`config.mk`:
```
export PLATFORM = sky130hd
export DESIGN_NAME = gls_ctrl
export DESIGN_NICKNAME = d
export VERILOG_FILES = /design/src/hdl/gls_pkg.sv /design/src/hdl/gls_ctrl.sv
export SDC_FILE = /design/constraint.sdc
export NUM_CORES = 1
export LEC_CHECK = 0
export BUFFER_PORTS_ARGS = -buffer_cell sky130_fd_sc_hd__buf_2
export CORE_AREA = 2 2 39 41
export CTS_BUF_LIST = sky130_fd_sc_hd__clkbuf_4
export CTS_CLUSTER_SIZE = 12
export DETAILED_ROUTE_END_ITERATION = 16
export DIE_AREA = 0 0 41 43
export PLACE_DENSITY = 0.46
export REMOVE_ABC_BUFFERS = 1
export SLEW_MARGIN = 5
export SYNTH_ARGS = -nofsm -noshare
export SYNTH_HDL_FRONTEND = slang
export SYNTH_SLANG_ARGS = --single-unit
```
`constraint.sdc`:
```
create_clock -name clk_i -period 1.3 [get_ports clk_i]
set_input_delay 0.13 -clock clk_i [delete_from_list [all_inputs] [get_ports clk_i]]
set_output_delay 0.13 -clock clk_i [all_outputs]
set_load 0.02 [all_outputs]
```
`src/hdl/gls_pkg.sv`:
```
// Shared types and constants for the grid line-of-sight tracer.
// Used by gls_ctrl, gls_dp and grid_line_of_sight; no dependencies.
`timescale 1ns / 1ps

package gls_pkg;

  // Coordinate field width and the width that holds a map dimension (up to 511)
  localparam int COORD_W = 6;
  localparam int DIM_W   = 9;
  // Error accumulators grow along the major axis; 12 bits cover 63 steps of 63
  localparam int ACC_W   = 12;

  // Stream payload widths
  localparam int IN_DATA_W  = 32;
  localparam int OUT_DATA_W = 8;

  // Bit offsets of the input fields in s_axis_tdata
  localparam int FROM_X_LSB  = 0;
  localparam int FROM_Y_LSB  = 6;
  localparam int TO_X_LSB    = 12;
  localparam int TO_Y_LSB    = 18;
  localparam int SEE_THR_BIT = 24;

  // Opcodes carried in s_axis_tuser
  localparam logic OP_WRITE = 1'b0;
  localparam logic OP_TRACE = 1'b1;

  // Commands from the controller to the datapath
  typedef struct packed {
    logic wr_tile;   // store one tile bit
    logic load;      // latch start and target of a trace
    logic move;      // opaque start: move one tile toward the target
    logic seed;      // compute distances and seed the accumulators
    logic step;      // advance one tile along the path
    logic finish;    // capture the trace answer
    logic out_load;  // hand the answer to the output register
  } gls_cmd_t;

  // Status from the datapath to the controller
  typedef struct packed {
    logic at_target;   // current tile is the target
    logic tile_clear;  // current tile is on the map and transparent
    logic out_free;    // output register can take a beat this cycle
  } gls_sts_t;

endpackage

```
`src/hdl/gls_ctrl.sv`:
```
// Sequencer for the line-of-sight tracer: accepts beats and steps a trace.
// Depends on gls_pkg for the command and status structs and opcodes.
`timescale 1ns / 1ps

module gls_ctrl
  import gls_pkg::*;
(
  input  logic     clk_i,
  input  logic     rst_ni,
  input  logic     in_valid_i,
  input  logic     opcode_i,
  output logic     in_ready_o,
  input  gls_sts_t sts_i,
  output gls_cmd_t cmd_o
);

  localparam logic [2:0] ST_IDLE  = 3'd0;
  localparam logic [2:0] ST_START = 3'd1;
  localparam logic [2:0] ST_SEED  = 3'd2;
  localparam logic [2:0] ST_STEP  = 3'd3;
  localparam logic [2:0] ST_OUT   = 3'd4;

  logic [2:0] state_q, state_d;

  // Next state and commands
  always_comb begin
    state_d    = state_q;
    cmd_o      = '0;
    in_ready_o = 1'b0;
    unique case (state_q)
      ST_IDLE: begin
        in_ready_o = 1'b1;
        if (in_valid_i) begin
          if (opcode_i == OP_TRACE) begin
            cmd_o.load = 1'b1;
            state_d    = ST_START;
          end else begin
            cmd_o.wr_tile = 1'b1;
          end
        end
      end
      ST_START: begin
        cmd_o.move = !sts_i.tile_clear;
        state_d    = ST_SEED;
      end
      ST_SEED: begin
        cmd_o.seed = 1'b1;
        state_d    = ST_STEP;
      end
      ST_STEP: begin
        if (sts_i.at_target || !sts_i.tile_clear) begin
          cmd_o.finish = 1'b1;
          state_d      = ST_OUT;
        end else begin
          cmd_o.step = 1'b1;
        end
      end
      ST_OUT: begin
        if (sts_i.out_free) begin
          cmd_o.out_load = 1'b1;
          state_d        = ST_IDLE;
        end
      end
      default: begin
        state_d = ST_IDLE;
      end
    endcase
  end

  // State register
  always_ff @(posedge clk_i or negedge rst_ni) begin
    if (!rst_ni) begin
      state_q <= ST_IDLE;
    end else begin
      state_q <= state_d;
    end
  end

endmodule

```
==> summary.md <==
| Metric | Value |
|---|---|
| Status | finished with violations |
| Failing checks | setup timing |
| Largest regs | state_q: 3 flops |
| Crit Path Class | reg -> out |
| Vias in the first global route | 278 |
| Setup TNS | -0.1021 ns |
| Most common cell after layout, fill and taps aside | buf_2 |
| Synth area leaders | dfrtp_1 (32%), or4b_4 (5.9%), and4bb_2 (5.4%) |
| Ports | 15 |
| Syn_area_per_cell | 10.06 um2 |
| Vias per cell | 4.262 |
| Max Fclk | 0.7409 GHz |
| Area of the multi-input gates | 150.1 um2 |
| Die Area | 1763 um2 |
| Max_slew headroom | 0.8567 |
| Area grow syn2layout | 78.92% |
| Post-synthesis sequential area ratio | 0.3243 |
| Post-synth top area share | 0.3243 |
| Root Driver | clkbuf_4 |
| CTS Sinks | 3 |
| Post-Syn Instances | 23 |
| Max cap viols | 0 |
| Unrepaired setup endpoints after global routing | yes |
| Largest area contributor in the netlist | dfrtp_1 |
| R2r startpoint | state_q[0]$_DFFE_PN0P_ |
| Fill cell count | 157 |
| Number of setup violations in the final report | 3 |
| Top reg by flops | state_q |
| Min-delay worst type | in -> reg |
| H-Tree Depth | 1 |
| Sequential cell area | 78.83 um2 |
| CTS tree | built |
| Commonest non-fill, non-tap cells in the layout | buf_2 (9), buf_4 (5), clkbuf_4 (4) |
| Iter 0 DRT Violations | 0 |
| CP Buf/Inv Count | 1 |
| TritonRoute pass-1 iters | 1 |
| Placed Area | 302.8 um2 |
| Worst-Skew Late Latency | 0.23 ns |
| Detailed Place HPWL | 384.1 um |
| Fin. max-slew vios | 0 |
| Final Cycle Share | 1.038 |
| Grt ovf | 0 |
| Hold WS | 0.1738 ns |
| CP delay by family, top | flip-flops |
| Port Buffers | 14 |
| Synth Register Bits | 3 |
| # DRC | 0 |
| First-pass GRT wire length | 1014 um |
| Pwr per Cell Area | 2354 nW/um2 |
| Slowest-stage cell, CP | dfrtp_2 |
| Antenna violations before repair | 0 |
| Die H | 43 um |
| Fraction of layout cells with a size suffix above 1 | 0.6667 |
| Peak VDD IR | 0.5469 mV |
| Die Span X | 41 um |
| Clock transition at the registers of the reported paths | 0.04 ns |
| Clock Skew | 0.003346 ns |
| Crit path DAT | 1.22 ns |
| Max reg flops | 3 |
| DRT antenna net count | 0 |
| Crit end category | primary output |
| Pleak | 0.1942 nW |
| Final wirelength | 639 um |
| Final Non-Filler Cells | 61 |
| Worst Max-Slew Pin Slew | 0.2143 ns |
| Yosys cell types | 19 |
| Max incr delay on CP | 0.46 ns |
| TritonCTS buffer count | 3 |
| Worst path cell trace | nor3_4 -> and3_1 -> buf_6 |
| Clock period minus worst slack | 1.350 ns |
| Crit start category | register |
| Final hold violations | 0 |
| Pin count of the biggest net entering global routing | 10 |
| Hold path start | sts_i[0] |
| Cell total after placement | 51 |
| Post-route setup slack | -0.04968 ns |
| N_diodes | 0 |
| Post-layout instance area | 414.1 um2 |
| WL per Instance | 10.48 um |
| NumNets Final | 53 |
| Crit path from | state_q[1]$_DFFE_PN0P_ |
| Maximum clock path buffer count | 2 |
| Rows | 14 |
| Worst Path Max Fanout | 8 |
| Synth Warn # | 0 |
| Mapped Area | 231.5 um2 |
| Pre-CTS WS | 0.1491 ns |
| Placeable Area | 1384 um2 |
| Total number of vias | 260 |
| GRT Resource Usage Total | 0.08661 |
| Initial Util | 0.1673 |
| GPL Wtd Cong | 0.6457 |
| Worst EP required | 1.17 ns |
tightest hold or removal path, cell delays in order:
cell and delay [ns]:
buf_2 0.09, or4b_4 0.11, o21ai_2 0.04
kinds of logic (layout without fill, tap and decap cells):
kind of cell    after synthesis  after routing  share of synthesized area
compound gates                5              5                     0.1568
buf+inv                       2             24                    0.08109
flops                         3              3                     0.3243
simple gates                 13             13                     0.4379
per-layer routing:
layer	vias to the layer above	share of wire	GRT usage
met1	114	0.45	0.09091
met3	0	0.094	0.02094
met5	-	0	0
li1	132	-	-
met4	0	0	0.08000
met2	14	0.45	0.1313
report_power, final:
part,internal (mW),leakage (nW),total (mW),switching [mW]
combinational,0.280,0.142,0.534,0.254
clock,0.136,0.0184,0.183,0.0476
sequential,0.151,0.0335,0.258,0.107
worst paths after layout:
path | end | slack (ns) | cells after the start
setup reg to reg | state_q[2]$_DFFE_PN0P_ | 0.03 | 3
setup / recovery | cmd_o[5] | -0.05 | 3
hold / removal | state_q[2]$_DFFE_PN0P_ | 0.17 | 3
min in group asynchronous | state_q[1]$_DFFE_PN0P_ | 0.23 | 2
hold reg to reg | state_q[0]$_DFFE_PN0P_ | 0.67 | 2
max in group asynchronous | state_q[2]$_DFFE_PN0P_ | 0.94 | 2
timing repair:
action | in CTS | in global routing
setup endpoints to repair | 6 | 8
cloned | 0 | 0
hold buffers | 1 | 0
pin swaps | 3 | 3
hold endpoints to repair | 3 | 0
buffers inserted | 4 | 1
resized for setup | 6 | 7
synth_stat cells:
master and n:
and4bb_2 1, nor3_2 1, buf_4 1, dfrtp_1 3, nor2_1 2, nor3b_1 1
a21oi_1 1, nand3b_1 1, o21ai_2 1, o32ai_1 1, and3b_1 1, or4b_4 1
a31oi_1 1, and3_1 1, nor2b_1 1, nor4b_1 1, o21bai_1 1, nand2b_1 2
buf_6 1
area by class of cell:
cell class	instances	area share
clock buffer	4	0.07251
multi-input combinational	18	0.3625
sequential	3	0.1903
tap	16	0.04834
timing repair buffer	20	0.3263
through the flow:
| stage | power (mW) | util |
|---|---|---|
| floorplan | 0.4926 | - |
| global placement | 0.6203 | 0.2188 |
| detailed placement | 0.6154 | 0.2188 |
| CTS | 0.9122 | 0.2794 |
| global route | 1.052 | 0.2993 |
| finish | 0.9751 | 0.2993 |
(Power assumes the default switching activity.)
